<file path="src/rtl/core/frp_pkg.sv">
// ----------------------------------------------------------------------------
// Framed reply parser package
// Phase codes, event codes and frame constants that the parser and its
// channel interfaces share.
// ----------------------------------------------------------------------------
package frp_pkg;

   // Widths of the channel fields.
   localparam int unsigned BYTE_W   = 8;
   localparam int unsigned OP_W     = 1;
   localparam int unsigned EVENT_W  = 3;
   localparam int unsigned LENGTH_W = 16;
   localparam int unsigned PHASE_W  = 4;
   localparam int unsigned CSR_IDX_W = 1;

   typedef logic [BYTE_W-1:0]    byte_type;
   typedef logic [OP_W-1:0]      op_type;
   typedef logic [EVENT_W-1:0]   event_type;
   typedef logic [LENGTH_W-1:0]  length_type;
   typedef logic [PHASE_W-1:0]   phase_type;
   typedef logic [CSR_IDX_W-1:0] csr_idx_type;

   // Input operations.
   localparam op_type OP_BYTE   = 1'b0;
   localparam op_type OP_RESYNC = 1'b1;

   // Parser phases.
   localparam phase_type PH_WAIT = 4'd0;
   localparam phase_type PH_HEAD = 4'd1;
   localparam phase_type PH_CON  = 4'd2;
   localparam phase_type PH_CMD  = 4'd3;
   localparam phase_type PH_LENH = 4'd4;
   localparam phase_type PH_LENL = 4'd5;
   localparam phase_type PH_DATA = 4'd6;
   localparam phase_type PH_CHK  = 4'd7;
   localparam phase_type PH_ENDH = 4'd8;
   localparam phase_type PH_ENDL = 4'd9;

   // Result events.
   localparam event_type EV_NONE = 3'd0;
   localparam event_type EV_BYTE = 3'd1;
   localparam event_type EV_GOOD = 3'd2;
   localparam event_type EV_CSUM = 3'd3;
   localparam event_type EV_FOOT = 3'd4;

   // Configuration register indexes.
   localparam csr_idx_type CSR_CONTROL = 1'b0;
   localparam csr_idx_type CSR_COMMAND = 1'b1;

   // Frame delimiters.
   localparam byte_type HEADER_0 = 8'h53;
   localparam byte_type HEADER_1 = 8'h59;
   localparam byte_type FOOTER_0 = 8'h54;
   localparam byte_type FOOTER_1 = 8'h43;

endpackage

</file>
<file path="src/rtl/core/frp_req_if.sv">
// ----------------------------------------------------------------------------
// Framed reply parser request channel
// Carries one received byte or a resync operation per transfer.
// ----------------------------------------------------------------------------
interface frp_req_if;
   logic              valid;
   logic              ready;
   frp_pkg::op_type   op;
   frp_pkg::byte_type rx_byte;

   modport source (output valid, output op, output rx_byte, input ready);
   modport sink   (input valid, input op, input rx_byte, output ready);
endinterface

</file>
<file path="src/rtl/core/frp_rsp_if.sv">
// ----------------------------------------------------------------------------
// Framed reply parser response channel
// Carries one parse event per transfer.
// ----------------------------------------------------------------------------
interface frp_rsp_if;
   logic                valid;
   logic                ready;
   frp_pkg::event_type  event_res;
   frp_pkg::byte_type   payload_byte;
   frp_pkg::length_type payload_index;
   frp_pkg::length_type payload_length;

   modport source (output valid, output event_res, output payload_byte,
                   output payload_index, output payload_length, input ready);
   modport sink   (input valid, input event_res, input payload_byte,
                   input payload_index, input payload_length, output ready);
endinterface

</file>
<file path="src/rtl/core/frp_csr_if.sv">
// ----------------------------------------------------------------------------
// Framed reply parser register write channel
// Carries one register index and its write data per transfer.
// ----------------------------------------------------------------------------
interface frp_csr_if;
   logic                 valid;
   logic                 ready;
   frp_pkg::csr_idx_type index;
   frp_pkg::byte_type    data;

   modport source (output valid, output index, output data, input ready);
   modport sink   (input valid, input index, input data, output ready);
endinterface

</file>
<file path="src/rtl/core/framed_reply_parser_core.sv">
// ----------------------------------------------------------------------------
// Framed reply parser core
// Byte-serial receiver that finds reply frames, streams their payload bytes
// and reports good frames, checksum mismatches and footer mismatches.
// ----------------------------------------------------------------------------
//
//   Channel  Direction  Carries
//   -------  ---------  ------------------------------------------------
//   req_ch   in         op, rx_byte: one received byte or a resync
//   rsp_ch   out        event_res, payload_byte, payload_index, length
//   csr_ch   in         index, data: expected control / command bytes
//
// Every request transfer produces exactly one response, registered in the cycle after the transfer.
// The parser state and the response register update in the same cycle, so
// a byte can be taken every cycle while rsp ready is high (one byte per cycle sustained).
// A stalled response holds in its register; a new request is taken only
// when that register is empty or being drained in the same cycle.
// Reset is synchronous and clears the parser, the configuration registers and rsp valid.
// Register writes are always taken.
//
module framed_reply_parser_core (
   input logic    clock,
   input logic    reset,
   frp_req_if.sink   req_ch,
   frp_rsp_if.source rsp_ch,
   frp_csr_if.sink   csr_ch
);

   // Configuration registers.
   frp_pkg::byte_type   expected_control_ff;
   frp_pkg::byte_type   expected_command_ff;

   // Parser state.
   frp_pkg::phase_type  phase_ff, phase_in;
   frp_pkg::length_type frame_length_ff, frame_length_in;
   frp_pkg::length_type collected_ff, collected_in;
   frp_pkg::byte_type   sum_ff, sum_in;

   // Response register.
   logic                rsp_valid_ff;
   frp_pkg::event_type  event_ff, event_in;
   frp_pkg::byte_type   pbyte_ff, pbyte_in;
   frp_pkg::length_type pidx_ff, pidx_in;
   frp_pkg::length_type plen_ff, plen_in;

   logic                req_xfer;
   frp_pkg::byte_type   rx;
   frp_pkg::byte_type   sum_next;
   frp_pkg::length_type length_full;
   frp_pkg::length_type collected_inc;

   // Take a request when the response register is free or drains now.
   assign req_ch.ready = !rsp_valid_ff || rsp_ch.ready;
   assign req_xfer     = req_ch.valid && req_ch.ready;
   assign csr_ch.ready = 1'b1;

   assign rx            = req_ch.rx_byte;
   assign sum_next      = sum_ff + rx;
   assign length_full   = {frame_length_ff[15:8], rx};
   assign collected_inc = collected_ff + 16'd1;

   // Next parser state and response for the incoming byte.
   always_comb begin
      phase_in        = phase_ff;
      frame_length_in = frame_length_ff;
      collected_in    = collected_ff;
      sum_in          = sum_ff;
      event_in        = frp_pkg::EV_NONE;
      pbyte_in        = '0;
      pidx_in         = '0;
      plen_in         = '0;
      if (req_ch.op == frp_pkg::OP_RESYNC) begin
         phase_in        = frp_pkg::PH_WAIT;
         frame_length_in = '0;
         collected_in    = '0;
         sum_in          = '0;
      end else begin
         unique case (phase_ff)
            frp_pkg::PH_HEAD: begin
               if (rx == frp_pkg::HEADER_1) begin
                  phase_in = frp_pkg::PH_CON;
                  sum_in   = sum_next;
               end else begin
                  phase_in        = frp_pkg::PH_WAIT;
                  frame_length_in = '0;
                  collected_in    = '0;
                  sum_in          = '0;
               end
            end
            frp_pkg::PH_CON: begin
               if (rx == expected_control_ff) begin
                  phase_in = frp_pkg::PH_CMD;
                  sum_in   = sum_next;
               end else begin
                  phase_in        = frp_pkg::PH_WAIT;
                  frame_length_in = '0;
                  collected_in    = '0;
                  sum_in          = '0;
               end
            end
            frp_pkg::PH_CMD: begin
               if (rx == expected_command_ff) begin
                  phase_in = frp_pkg::PH_LENH;
                  sum_in   = sum_next;
               end else begin
                  phase_in        = frp_pkg::PH_WAIT;
                  frame_length_in = '0;
                  collected_in    = '0;
                  sum_in          = '0;
               end
            end
            frp_pkg::PH_LENH: begin
               frame_length_in = {rx, 8'h00};
               sum_in          = sum_next;
               phase_in        = frp_pkg::PH_LENL;
            end
            frp_pkg::PH_LENL: begin
               // A zero length goes straight to the checksum byte.
               frame_length_in = length_full;
               collected_in    = '0;
               sum_in          = sum_next;
               phase_in        = (length_full == '0) ? frp_pkg::PH_CHK
                                                     : frp_pkg::PH_DATA;
            end
            frp_pkg::PH_DATA: begin
               event_in     = frp_pkg::EV_BYTE;
               pbyte_in     = rx;
               pidx_in      = collected_ff;
               plen_in      = frame_length_ff;
               sum_in       = sum_next;
               collected_in = collected_inc;
               if (collected_inc >= frame_length_ff) begin
                  phase_in = frp_pkg::PH_CHK;
               end
            end
            frp_pkg::PH_CHK: begin
               if (rx == sum_ff) begin
                  phase_in = frp_pkg::PH_ENDH;
               end else begin
                  event_in        = frp_pkg::EV_CSUM;
                  plen_in         = frame_length_ff;
                  phase_in        = frp_pkg::PH_WAIT;
                  frame_length_in = '0;
                  collected_in    = '0;
                  sum_in          = '0;
               end
            end
            frp_pkg::PH_ENDH: begin
               if (rx == frp_pkg::FOOTER_0) begin
                  phase_in = frp_pkg::PH_ENDL;
               end else begin
                  event_in        = frp_pkg::EV_FOOT;
                  plen_in         = frame_length_ff;
                  phase_in        = frp_pkg::PH_WAIT;
                  frame_length_in = '0;
                  collected_in    = '0;
                  sum_in          = '0;
               end
            end
            frp_pkg::PH_ENDL: begin
               event_in        = (rx == frp_pkg::FOOTER_1) ? frp_pkg::EV_GOOD
                                                           : frp_pkg::EV_FOOT;
               plen_in         = frame_length_ff;
               phase_in        = frp_pkg::PH_WAIT;
               frame_length_in = '0;
               collected_in    = '0;
               sum_in          = '0;
            end
            default: begin
               // Header search; unused codes behave the same way.
               frame_length_in = '0;
               collected_in    = '0;
               if (rx == frp_pkg::HEADER_0) begin
                  phase_in = frp_pkg::PH_HEAD;
                  sum_in   = rx;
               end else begin
                  phase_in = frp_pkg::PH_WAIT;
                  sum_in   = '0;
               end
            end
         endcase
      end
   end

   // Configuration registers.
   always_ff @(posedge clock) begin
      if (reset) begin
         expected_control_ff <= '0;
         expected_command_ff <= '0;
      end else if (csr_ch.valid) begin
         unique case (csr_ch.index)
            frp_pkg::CSR_CONTROL: expected_control_ff <= csr_ch.data;
            frp_pkg::CSR_COMMAND: expected_command_ff <= csr_ch.data;
            default: ;
         endcase
      end
   end

   // Parser state advances on each request transfer.
   always_ff @(posedge clock) begin
      if (reset) begin
         phase_ff        <= frp_pkg::PH_WAIT;
         frame_length_ff <= '0;
         collected_ff    <= '0;
         sum_ff          <= '0;
      end else if (req_xfer) begin
         phase_ff        <= phase_in;
         frame_length_ff <= frame_length_in;
         collected_ff    <= collected_in;
         sum_ff          <= sum_in;
      end
   end

   // Response valid flag.
   always_ff @(posedge clock) begin
      if (reset) begin
         rsp_valid_ff <= 1'b0;
      end else if (req_xfer) begin
         rsp_valid_ff <= 1'b1;
      end else if (rsp_ch.ready) begin
         rsp_valid_ff <= 1'b0;
      end
   end

   // Response payload loads with each request transfer.
   always_ff @(posedge clock) begin
      if (req_xfer) begin
         event_ff <= event_in;
         pbyte_ff <= pbyte_in;
         pidx_ff  <= pidx_in;
         plen_ff  <= plen_in;
      end
   end

   assign rsp_ch.valid          = rsp_valid_ff;
   assign rsp_ch.event_res      = event_ff;
   assign rsp_ch.payload_byte   = pbyte_ff;
   assign rsp_ch.payload_index  = pidx_ff;
   assign rsp_ch.payload_length = plen_ff;

endmodule

</file>
<file path="src/flat_wrapper.sv">
// flat-port wrapper written by rule: the top's interface ports become plain ports
module framed_reply_parser_core_flat 
  (clock, reset, req_ch_valid, req_ch_op, req_ch_rx_byte, req_ch_ready, rsp_ch_valid, rsp_ch_event_res, rsp_ch_payload_byte, rsp_ch_payload_index, rsp_ch_payload_length, rsp_ch_ready, csr_ch_valid, csr_ch_index, csr_ch_data, csr_ch_ready);
  frp_req_if req_ch_i ();
  frp_rsp_if rsp_ch_i ();
  frp_csr_if csr_ch_i ();
  input logic clock;
  input logic reset;
  input wire logic [$bits(req_ch_i.valid)-1:0] req_ch_valid;
  input wire logic [$bits(req_ch_i.op)-1:0] req_ch_op;
  input wire logic [$bits(req_ch_i.rx_byte)-1:0] req_ch_rx_byte;
  output wire logic [$bits(req_ch_i.ready)-1:0] req_ch_ready;
  output wire logic [$bits(rsp_ch_i.valid)-1:0] rsp_ch_valid;
  output wire logic [$bits(rsp_ch_i.event_res)-1:0] rsp_ch_event_res;
  output wire logic [$bits(rsp_ch_i.payload_byte)-1:0] rsp_ch_payload_byte;
  output wire logic [$bits(rsp_ch_i.payload_index)-1:0] rsp_ch_payload_index;
  output wire logic [$bits(rsp_ch_i.payload_length)-1:0] rsp_ch_payload_length;
  input wire logic [$bits(rsp_ch_i.ready)-1:0] rsp_ch_ready;
  input wire logic [$bits(csr_ch_i.valid)-1:0] csr_ch_valid;
  input wire logic [$bits(csr_ch_i.index)-1:0] csr_ch_index;
  input wire logic [$bits(csr_ch_i.data)-1:0] csr_ch_data;
  output wire logic [$bits(csr_ch_i.ready)-1:0] csr_ch_ready;
  assign req_ch_i.valid = req_ch_valid;
  assign req_ch_i.op = req_ch_op;
  assign req_ch_i.rx_byte = req_ch_rx_byte;
  assign req_ch_ready = req_ch_i.ready;
  assign rsp_ch_valid = rsp_ch_i.valid;
  assign rsp_ch_event_res = rsp_ch_i.event_res;
  assign rsp_ch_payload_byte = rsp_ch_i.payload_byte;
  assign rsp_ch_payload_index = rsp_ch_i.payload_index;
  assign rsp_ch_payload_length = rsp_ch_i.payload_length;
  assign rsp_ch_i.ready = rsp_ch_ready;
  assign csr_ch_i.valid = csr_ch_valid;
  assign csr_ch_i.index = csr_ch_index;
  assign csr_ch_i.data = csr_ch_data;
  assign csr_ch_ready = csr_ch_i.ready;
  framed_reply_parser_core u_core (.clock(clock), .reset(reset), .req_ch(req_ch_i), .rsp_ch(rsp_ch_i), .csr_ch(csr_ch_i));
endmodule
</file>
<file path="config.mk">
export PLATFORM = sky130hd
export DESIGN_NAME = framed_reply_parser_core_flat
export DESIGN_NICKNAME = d
export VERILOG_FILES = /design/src/rtl/core/frp_pkg.sv /design/src/rtl/core/frp_req_if.sv /design/src/rtl/core/frp_rsp_if.sv /design/src/rtl/core/frp_csr_if.sv /design/src/rtl/core/framed_reply_parser_core.sv /design/src/flat_wrapper.sv
export SDC_FILE = /design/constraint.sdc
export NUM_CORES = 1
export LEC_CHECK = 0
export ABC_AREA = 0
export BUFFER_PORTS_ARGS = -buffer_cell sky130_fd_sc_hd__clkbuf_2
export CAP_MARGIN = 20
export CELL_PAD_IN_SITES_DETAIL_PLACEMENT = 1
export CELL_PAD_IN_SITES_GLOBAL_PLACEMENT = 1
export CORE_MARGIN = 5
export CORE_UTILIZATION = 40
export DETAILED_ROUTE_END_ITERATION = 6
export PLACE_DENSITY = 0.74
export SYNTH_ARGS = -nofsm -noshare
export SYNTH_HDL_FRONTEND = slang
export SYNTH_SLANG_ARGS = --single-unit
export TNS_END_PERCENT = 100
</file>
<file path="constraint.sdc">
create_clock -name clock -period 3.3 [get_ports clock]
set_input_delay 0.165 -clock clock [delete_from_list [all_inputs] [get_ports clock]]
set_output_delay 0.165 -clock clock [all_outputs]
set_load 0.02 [all_outputs]
</file>
==> out/results.ini, run 1 <==
[setup_path]
critPathSlowestCell=dfxtp_2
end_kind=flop
arrival_ns=3.26
crit_path_cell_trace=ha_1, nand3_1, nor3_2, and4_1, and3_1, xor2_1, ha_1, a21o_1, a211oi_2, o22ai_1, o21ai_0, a21oi_1
crit_fanout=6
max_stage_delay_ns=0.39
critPathMostFrequentCell=ha_1
crit_required_ns=3.50
r2r_start=u_core.collected_ff[0]
crit_path_start_kind=flop
worstRegToRegCells=12
critPathKind=flop to flop
r2r-end=u_core.phase_ff[1]
rrSetupSlack_ns=0.24

[power_and_ir_drop]
p_leak_nw=2.46
pwr-share-comb_pct=9.1
clkPwrFrac_pct=38.3
p_seq_share_pct=52.6
p_int_mw=1.96
peakVddDrop_uv=198
power_density_nw_per_um2=427
swShare_pct=25.6
p_switching_uw=674

[synthesis]
synth_edf_count=43
yosysSeqAreaShare_pct=46.7
synth_warnings=0
syn-instance-count=579
ys.flop_type=dfxtp_1
synthTopCellsByArea=edfxtp_1, dfxtp_1, ha_1
synth_cell_type_count=60
ys_ff_latch=104
netlist.area_leader.share_pct=24.0
yosysTopAreaCell=edfxtp_1
syn_area_um2=5380
synth_area_per_cell_um2=9.29
syn_nets=627
async_reset_ff_share_pct=0

[place]
place.gp.congestion=0.861
hpwlAfterDp_um=10500
place_area_um2=5850
portBuffers=67
place_inst=798

[min_path]
min_from=req_ch_valid
worstHoldEndpoint=u_core.rsp_ch.valid
hold_path_class=input pin to flop
whs_path_depth=3

[die]
initial_utilization_pct=40.6
chipHeight_um=126
num_rows=42
die_w_um=126
core_um2=13200
ios=69
dieArea_um2=15900

[detailed_routing]
dr_total_vias=4423
drtIter0Drc=190
routed_wl_um=14600
viasPerCell=5.42
routedWlPerCell_um=17.9
antenna_left=0
drcViolationCount=0
first_pass_iters=5

[grt]
grt_pass1_wl_um=24000
grt_pass1_vias=4677
antenna_found_initial=0
overflow=0
globalRouteTotalUtil_pct=18.6
grt_max_degree=46

[final_layout]
final_cell_mix=clkbuf_2, nor2_1, dfxtp_1
syn2layout_area_growth_pct=14.5
final_common_cell=clkbuf_2
stdcell_area_um2=6160
final.fill_count=1565
antenna_cells=0
drive_above_1_share_pct=17.0
final_cell_count_no_fill=816
layout.nets=683

[sta]
tightest_slew_ns=0.899
max_freq_ghz=0.327
slew_viol_final=0
setup_viol=0
relSlewSlack_pct=39.9
tns_ns=0
finalHoldViolCount=0
min_period_over_period_pct=92.8
finClkSkew_ns=0.0144
final.min_clock_period_ns=3.06

[clock_network]
cts_buffer_depth=2
cts_buffers=9
clk_pin_slew_ns=0.08
clk_latency_ns=0.36
ctsHtreeMaxLevel=3
cts_tree=yes
root_buffer=clkbuf_16
clock-sinks=104

[job]
max_cap_viol_count=0

[outcome]
status=completed

[cell usage after synthesis (2+ instances only)]
cell type and number:
buf_1 3, nor2_1 58, nand3_1 40, mux2i_1 10
o21ai_0 14, buf_2 7, nor3b_1 4, dfxtp_1 61
xnor2_1 22, a31oi_1 3, nand3b_1 5, buf_6 2
and2_1 17, buf_4 2, clkbuf_1 17, nand4_1 8
o31ai_1 6, ha_1 24, o211ai_1 3, a22oi_1 3
a41o_1 2, a21o_1 6, and3_1 7, nor4_1 7
nand2b_1 3, nor2b_1 2, o41ai_1 2, o31ai_2 2
nand2_1 43, edfxtp_1 43, nor3_1 25, inv_1 34
and4_1 5, o21a_1 3, a21oi_1 46, xor2_1 16
[state kept, by name, indices dropped and copies added (netlist names)]
register                      cells
u_core.collected_ff              16
u_core.rsp_ch.valid               1
u_core.rsp_ch.payload_length     16
u_core.expected_control_ff        8
u_core.rsp_ch.event_res           3
u_core.rsp_ch.payload_byte        8
u_core.phase_ff                   4
u_core.rsp_ch.payload_index      16
u_core.expected_command_ff        8
u_core.frame_length_ff           16
u_core.sum_ff                     8
[area by class of cell]
class	instances	area, µm²	share of cell area (%)
Multi-Input combinational cell	410	2620	42.5
Tap cell	176	220	3.57
Inverter	34	128	2.07
Sequential cell	104	2520	40.9
Clock inverter	6	43.8	0.711
Clock buffer	10	229	3.72
Timing Repair Buffer	76	403	6.54
[worst max-delay path, delay by kind of cell (launching register included)]
| kind | cells | cell delay, ns |
|---|---|---|
| AND/OR/NAND/NOR | 4 | 0.85 |
| flip-flops | 1 | 0.39 |
| AO/OA/AOI/OAI | 5 | 0.95 |
| XOR/XNOR | 1 | 0.23 |
| adder cells (fa/ha/maj) | 2 | 0.50 |
[per-stage QoR]
| stage | total power [mW] | hold slack, ns | utilization (%) | setup WS, ns |
|---|---|---|---|---|
| floorplan | 1.57 | 0.294 | - | 0.502 |
| global placement | 1.64 | 0.413 | 44.2 | 0.291 |
| detailed placement | 1.65 | 0.422 | 44.2 | 0.0856 |
| CTS | 2.65 | 0.0475 | 46.2 | 0.0641 |
| global route | 2.73 | 0.0618 | 46.5 | -0.0178 |
| finish | 2.63 | 0.0471 | 46.5 | 0.238 |
[logic make-up (layout without fill, tap and decap cells)]
| family | count (synthesis) | after routing | synth area share, % |
|---|---|---|---|
| simple gates | 235 | 235 | 22.1 |
| fa+ha+maj | 25 | 25 | 5.95 |
| other cells | 1 | 1 | 0.0697 |
| flops | 104 | 104 | 46.7 |
| mux | 10 | 10 | 1.86 |
| compound gates | 101 | 101 | 12.0 |
| buf+inv | 65 | 126 | 5.11 |
| xor+xnor | 38 | 38 | 6.18 |
[timing repair]
item	CTS	global route
buffers inserted	0	2
resized for setup	0	9
setup endpoints to repair	0	4
hold buffers	0	0
[worst max-delay path by stage]
stage / from / end / slack (ns)
after floorplan: u_core.rsp_ch.valid / u_core.frame_length_ff[3] / 0.50
after global placement: u_core.collected_ff[0] / u_core.phase_ff[3] / 0.29
after detailed placement: u_core.collected_ff[0] / u_core.phase_ff[1] / 0.09
after CTS: u_core.collected_ff[0] / u_core.phase_ff[1] / 0.06
after global routing: u_core.collected_ff[0] / u_core.phase_ff[2] / -0.02
final: u_core.collected_ff[0] / u_core.phase_ff[1] / 0.24
[power by group through the flow]
stage / clock (mW) / combinational [mW] / sequential [mW]
3_3_place_gp: 0 / 0.233 / 1.41
5_1_grt: 1.09 / 0.260 / 1.39
4_1_cts: 1.02 / 0.241 / 1.38
6_report: 1.01 / 0.240 / 1.38
2_1_floorplan: 0 / 0.129 / 1.45
3_5_place_dp: 0 / 0.239 / 1.41
[per-layer routing]
layer  up-vias  global-route usage [%]  part of all wire [%]
met5         -                       0                     0
met4         0                    4.98                  0.81
met3        11                    3.73                   4.5
met2        94                    31.9                    49
met1      2168                    23.9                    46
li1       2150                       -                     -
(Power assumes the default switching activity.)
==> run 2: changes to the inputs <==
- ABC_AREA: 0 -> 1
- PLACE_DENSITY: 0.74 -> 0.77
- RECOVER_POWER: default -> 100
==> run 2 against run 1 <==
Against the previous run: the flow now finishes with violations (max-capacitance violations, max-slew violations); die area rose by 10%; via count rose by 23%; synthesized area increased by 11%; design area is 8.1% higher; first-iteration DRC count is 38% higher; critical endpoint is now u_core.frame_length_ff[13].
==> out/results.ini, run 2 <==
[outcome]
status=finished, violations left  ; was completed
violations=max-capacitance violations, max-slew violations

[synthesis]
syn-instance-count=819  ; was 579
synth.most_common_cell=nand2_1  ; was dfxtp_1
async_reset_ff_share_pct=0  ; unchanged
synth_common_cells=nand2_1, nor2_1, inv_1  ; was dfxtp_1, nor2_1, a21oi_1
syn_nets=867  ; was 627
yosysSeqAreaShare_pct=41.9  ; was 46.7%
syn_area_um2=6000  ; was 5380 µm²
synth_edf_count=43  ; unchanged
synth_warnings=0  ; unchanged
ys_ff_latch=104  ; unchanged
synth_area_per_cell_um2=7.32  ; was 9.29 µm²
synthTopCellsByArea=edfxtp_1, dfxtp_1, nand2_1  ; was edfxtp_1, dfxtp_1, ha_1
yosysTopAreaCell=edfxtp_1  ; unchanged
netlist.area_leader.share_pct=21.5  ; was 24.0%
ys.flop_type=dfxtp_1  ; unchanged
synth_cell_type_count=42  ; was 60

[grt]
overflow=0  ; unchanged
grt_pass1_wl_um=28700  ; was 24000 µm
globalRouteTotalUtil_pct=20.1  ; was 18.6%
grt_pass1_vias=5849  ; was 4677
antenna_found_initial=0  ; unchanged
grt_max_degree=52  ; was 46

[sta]
max_freq_ghz=0.337  ; was 0.327 GHz
tns_ns=0  ; unchanged
grt_setup_unrepaired=no
setup_viol=0  ; unchanged
finClkSkew_ns=0.00915  ; was 0.0144 ns
tightest_slew_ns=1.60  ; was 0.899 ns
finalHoldViolCount=0  ; unchanged
final.min_clock_period_ns=2.97  ; was 3.06 ns
min_period_over_period_pct=89.9  ; was 92.8%
relSlewSlack_pct=-6.71  ; was 39.9%
slew_viol_final=32  ; was 0

[clock_network]
clk_latency_ns=0.36  ; about the same
cts_hold_buf=0  ; unchanged
cts-resized-gates=0  ; unchanged
root_buffer=clkbuf_16  ; unchanged
postCtsSetupRepairBufs=0  ; unchanged
cts_tree=yes  ; unchanged
clk_pin_slew_ns=0.07  ; was 0.08 ns
ctsHtreeMaxLevel=3  ; unchanged
cts_buffer_depth=2  ; unchanged
cts_buffers=9  ; unchanged
clock-sinks=104  ; unchanged

[setup_path]
critPathKind=flop to flop  ; unchanged
crit_buf_inv=2  ; was 0
crit_fanout=27  ; was 6
end_kind=flop  ; unchanged
worstRegToRegCells=9  ; was 12
arrival_ns=3.21  ; was 3.26 ns
crit_cells=9  ; was 12
cp_top_family=simple AND/OR/NAND/NOR gates  ; was compound AO/OA/AOI/OAI gates
crit_path_start_kind=flop  ; unchanged
critPathMostFrequentCell=nor2_1  ; was ha_1
crit_path_cell_trace=nor2_1, inv_2, nor2_1, nand2_1, nand2_1, clkinv_1, nand4_1, a21oi_1, nor2_1  ; was ha_1, nand3_1, nor3_2, and4_1, and3_1, xor2_1, ha_1, a21o_1, a211oi_2, o22ai_1, o21ai_0, a21oi_1
max_stage_delay_ns=0.79  ; was 0.39 ns
crit_required_ns=3.54  ; was 3.50 ns
critPathSlowestCell=nand2_1  ; was dfxtp_2

[die]
num_rows=44  ; was 42
die_w_um=132  ; was 126 µm
dieArea_um2=17500  ; was 15900 µm²
ios=69  ; unchanged
initial_utilization_pct=40.9  ; was 40.6%
core_um2=14600  ; was 13200 µm²
chipHeight_um=132  ; was 126 µm

[final_layout]
post-route-util_pct=45.5  ; was 46.5%
syn2layout_area_growth_pct=11.1  ; was 14.5%
stdcell_area_um2=6660  ; was 6160 µm²
final_cell_mix=nand2_1, nor2_1, inv_1  ; was clkbuf_2, nor2_1, dfxtp_1
layout.nets=923  ; was 683
drive_above_1_share_pct=7.73  ; was 17.0%
antenna_cells=0  ; unchanged
final_common_cell=nand2_1  ; was clkbuf_2

[detailed_routing]
antenna_left=0  ; unchanged
drcViolationCount=0  ; unchanged
drtIter0Drc=263  ; was 190
viasPerCell=5.09  ; was 5.42
routedWlPerCell_um=16.2  ; was 17.9 µm
first_pass_iters=4  ; was 5
routed_wl_um=17200  ; was 14600 µm
dr_total_vias=5420  ; was 4423

[power_and_ir_drop]
clkPwrFrac_pct=37.2  ; was 38.3%
peakVddDrop_uv=257  ; was 198 µV
p_int_mw=2.23  ; was 1.96 mW
swShare_pct=29.4  ; was 25.6%
power_density_nw_per_um2=473  ; was 427 nW/µm²
p_switching_uw=926  ; was 674 µW
p_leak_nw=3.15  ; was 2.46 nW
p_seq_share_pct=46.1  ; was 52.6%
pwr-share-comb_pct=16.8  ; was 9.1%

[job]
max_cap_viol_count=1  ; was 0

[place]
place.gp.congestion=0.908  ; was 0.861
place_area_um2=6450  ; was 5850 µm²
hpwlAfterDp_um=13000  ; was 10500 µm
portBuffers=67  ; unchanged

[min_path]
whs_path_depth=3  ; unchanged
hold_path_class=input pin to flop  ; unchanged

run 2: changes by cell type after synthesis, moves of 7 or more:
cell	before	now
inv_1	34	91
nand3_1	40	70
xnor2_1	22	5
nor3_1	25	6
and2_1	17	0
nand2_1	43	217
inv_2	0	13
nor2_1	58	128
and3_1	7	0
o21ai_0	14	25
mux2i_1	10	0
run 2: stage by stage:
stage | hold slack (ns) | total power, mW | std cells | setup WS [ns]
global placement | 0.414 | 2.00 | 1048 | 0.543
finish | 0.0540 | 3.15 | 1064 | 0.335
CTS | 0.0494 | 3.20 | 1064 | 0.348
detailed placement | 0.428 | 2.03 | 1048 | 0.397
floorplan | 0.300 | 1.86 | 819 | 0.842
global route | 0.0683 | 3.31 | 1064 | 0.0105
run 2: final cells by class:
type	count	area [µm²]
Fill cell	1888	7980
Multi-Input combinational cell	584	2900
Sequential cell	104	2510
Inverter	106	398
Timing Repair Buffer	70	300
Clock buffer	11	264
Tap cell	184	230
Clock inverter	5	58.8
run 2: kinds of logic (layout without fill, tap and decap cells):
group	after synthesis	count (layout)	share of synthesized area, %
flip-flops	104	104	41.9
AO/OA/AOI/OAI	78	78	6.72
buffers and inverters	131	192	8.89
adder cells (fa/ha/maj)	25	25	5.34
AND/OR/NAND/NOR	458	458	33.7
other	1	1	0.0625
XOR/XNOR	22	22	3.34
run 2: worst reg2reg max path: cells and delay by family (launching register included):
kind                   cells  cell delay (ns)
DFF                        1             0.47
and+or+nand+nor            6             1.76
buffers and inverters      2             0.24
AOI/OAI and AO/OA          1             0.38
run 2: metal layers:
metal | routed length [µm] | vias to the layer above | track usage, %
met5 | 0 | - | 0
met4 | 478 | 0 | 7.97
met3 | 674 | 33 | 4.71
met2 | 8720 | 95 | 35.7
met1 | 7350 | 2576 | 23.5
li1 | - | 2716 | -
run 2: power by group through the flow:
stage	logic (mW)	clock network (mW)	registers [mW]
finish	0.529	1.17	1.45
CTS	0.548	1.20	1.45
detailed placement	0.544	0	1.48
floorplan	0.351	0	1.51
global route	0.597	1.25	1.46
global placement	0.517	0	1.48
run 2: worst paths after layout:
path / from / to / slack [ns]
max: u_core.phase_ff[3] / u_core.frame_length_ff[13] / 0.33
min: csr_ch_data[0] / u_core.expected_control_ff[0] / 0.05
max reg2reg: u_core.phase_ff[3] / u_core.frame_length_ff[13] / 0.33
min reg2reg: u_core.expected_control_ff[3] / u_core.expected_control_ff[3] / 0.48
==> run 3: changes to the inputs <==
- ABC_AREA: 1 -> default
- CORE_ASPECT_RATIO: default -> 0.7
- PLACE_DENSITY: 0.77 -> 0.74
==> run 3 against run 2 <==
Against the previous run: the flow now finishes without violations; critical path depth is 4 higher; hold slack improved by 0.0081 ns; clock skew is essentially flat; cell count fell by 22%; design area shrank 7.6%; combinational power fell by 55%; wire length is 10% lower; core utilization is 1.2 points higher; largest cell class unchanged; highest routed layer unchanged; clock-buffer cell count is 1 lower; sequential power fell by 5%; critical path type unchanged; first-iteration DRC count rose by 13%; flip-flop and latch count is the same.
==> out/results.ini, run 3 (synthesis results as in run 1) <==
[setup_path]
critPathSlowestCell=dfxtp_1  ; was nand2_1
cp_top_family=compound AO/OA/AOI/OAI gates  ; was simple AND/OR/NAND/NOR gates
crit_start=u_core.collected_ff[1]  ; was u_core.phase_ff[3]
crit_fanout=5  ; was 27
end_kind=flop  ; unchanged
crit_buf_inv=1  ; was 2
crit_required_ns=3.52  ; was 3.54 ns
max_stage_delay_ns=0.39  ; was 0.79 ns
crit_path_cell_trace=nand4_1, nor3_1, buf_4, and3_1, and3_2, xor2_1, ha_1, a21o_1, a21o_1, a211oi_2, o22ai_2, o211ai_1, o41ai_2  ; was nor2_1, inv_2, nor2_1, nand2_1, nand2_1, clkinv_1, nand4_1, a21oi_1, nor2_1
crit_path_start_kind=flop  ; unchanged
r2r_start=u_core.collected_ff[1]  ; was u_core.phase_ff[3]
critPathKind=flop to flop  ; unchanged
arrival_ns=3.31  ; was 3.21 ns
critPathMostFrequentCell=a21o_1  ; was nor2_1

[grt]
grt_pass1_vias=4742  ; was 5849
overflow=0  ; unchanged
globalRouteTotalUtil_pct=19.5  ; was 20.1%
grt_pass1_wl_um=24700  ; was 28700 µm
antenna_found_initial=0  ; unchanged
grt_max_degree=46  ; was 52

[sta]
relSlewSlack_pct=33.9  ; was -6.71%
finalHoldViolCount=0  ; unchanged
tightest_slew_ns=0.992  ; was 1.60 ns
slew_viol_final=0  ; was 32
tns_ns=0  ; unchanged
final.min_clock_period_ns=3.09  ; was 2.97 ns
max_freq_ghz=0.323  ; was 0.337 GHz
min_period_over_period_pct=93.7  ; was 89.9%
grt_setup_unrepaired=no  ; unchanged
setup_viol=0  ; unchanged
finClkSkew_ns=0.00921  ; was 0.00915 ns

[final_layout]
layout.nets=685  ; was 923
syn2layout_area_growth_pct=14.4  ; was 11.1%
final.fill_count=1568  ; was 1888
final_cell_count_no_fill=827  ; was 1064
stdcell_area_um2=6150  ; was 6660 µm²
drive_above_1_share_pct=9.35  ; was 7.73%
final_cell_mix=nor2_1, dfxtp_1, clkbuf_1  ; was nand2_1, nor2_1, inv_1
multi_input_area_um2=2610  ; was 2900 µm²
ff_latch_area_um2=2520  ; was 2510 µm²
antenna_cells=0  ; unchanged

[clock_network]
cts_buffers=9  ; unchanged
clk_latency_ns=0.35  ; was 0.36 ns
ctsHtreeMaxLevel=3  ; unchanged
cts_buffer_depth=2  ; unchanged
clk_pin_slew_ns=0.07  ; about the same
clock-sinks=104  ; unchanged
root_buffer=clkbuf_16  ; unchanged
cts_tree=yes  ; unchanged

[power_and_ir_drop]
p_leak_nw=2.31  ; was 3.15 nW
power_density_nw_per_um2=453  ; was 473 nW/µm²
peakVddDrop_uv=254  ; was 257 µV

[die]
ios=69  ; unchanged
num_rows=35  ; was 44
core_um2=13200  ; was 14600 µm²
initial_utilization_pct=40.8  ; was 40.9%
die_w_um=149  ; was 132 µm
chipHeight_um=107  ; was 132 µm
dieArea_um2=15900  ; was 17500 µm²

[place]
hpwlAfterDp_um=11100  ; was 13000 µm
place.gp.congestion=0.837  ; was 0.908
place_inst=811  ; was 1048
place_area_um2=5890  ; was 6450 µm²
portBuffers=67  ; unchanged

[detailed_routing]
drtIter0Drc=297  ; was 263
routed_wl_um=15500  ; was 17200 µm
antenna_left=0  ; unchanged
dr_total_vias=4507  ; was 5420
viasPerCell=5.45  ; was 5.09
first_pass_iters=5  ; was 4
drcViolationCount=0  ; unchanged
routedWlPerCell_um=18.7  ; was 16.2 µm

[job]
max_cap_viol_count=0  ; was 1

[min_path]
min_from=req_ch_valid  ; was csr_ch_data[0]
hold_path_class=input pin to flop  ; unchanged

[outcome]
status=completed  ; was finished, violations left

## run 3: cell count changes in the layout (fill, tap and decap cells not counted), moves of 6 or more
cell and delta:
mux2i_1 +10, inv_1 -61, and2_0 +11, and3_1 +6
nor3_1 +17, nor2_1 -73, inv_2 -10, nand3_1 -30
nand2_1 -176, o31ai_1 +8, xnor2_1 +17, and2_1 +6
o21ai_0 -12
## run 3: area by class of cell
type                       count  area share (%)
clock buffer                  10            3.72
clock inverter                 6            1.46
multi-input combinational    410            42.4
sequential                   104            40.9
tap                          185            3.76
timing repair buffer          78            5.65
inverter                      34            2.07
## run 3: final timing paths
| check | endpoint | slack, ns | cells past startpoint |
|---|---|---|---|
| worst min-delay path | u_core.rsp_ch.valid | 0.06 | 3 |
| worst max-delay path | u_core.phase_ff[0] | 0.21 | 13 |
| worst min register to register | u_core.sum_ff[0] | 0.47 | 2 |
| worst max register to register | u_core.phase_ff[0] | 0.21 | 13 |
## run 3: worst min-delay path, cell delays in order
cell and delay, ns:
clkbuf_2 0.10, inv_1 0.05, a21oi_1 0.05
## run 3: what timing repair did
| item | 4_1_cts | 5_1_grt |
|---|---|---|
| resized for setup | 1 | 12 |
| hold buffers | 0 | 0 |
| endpoints found under the setup margin | 2 | 4 |
| pin swaps | 0 | 1 |
| buffers inserted | 0 | 0 |
## run 3: per-layer routing
metal  part of all wire (%)  track usage [%]  vias to the layer above
met5                      0                0                        -
met4                   0.90             4.35                        0
met3                    5.7             4.52                       17
met2                     44             31.5                      130
met1                     49             26.8                     2206
li1                       -                -                     2154
## run 3: power by group
| group | switching, mW | internal (mW) | total, mW | leakage, nW |
|---|---|---|---|---|
| clock network | 0.493 | 0.670 | 1.16 | 0.153 |
| logic | 0.176 | 0.0636 | 0.240 | 1.23 |
| registers | 0.0135 | 1.37 | 1.38 | 0.927 |
| total | 0.683 | 2.10 | 2.79 | 2.31 |
## run 3: metrics by stage
stage          setup WS, ns  hold slack [ns]  power (mW)  util [%]
2_1_floorplan         0.502            0.294        1.57         -
3_3_place_gp          0.248            0.414        1.65      44.7
3_5_place_dp         0.0561            0.428        1.66      44.7
4_1_cts              0.0491           0.0583        2.82      47.1
5_1_grt              0.0165           0.0698        2.88      46.7
6_report              0.208           0.0621        2.79      46.7
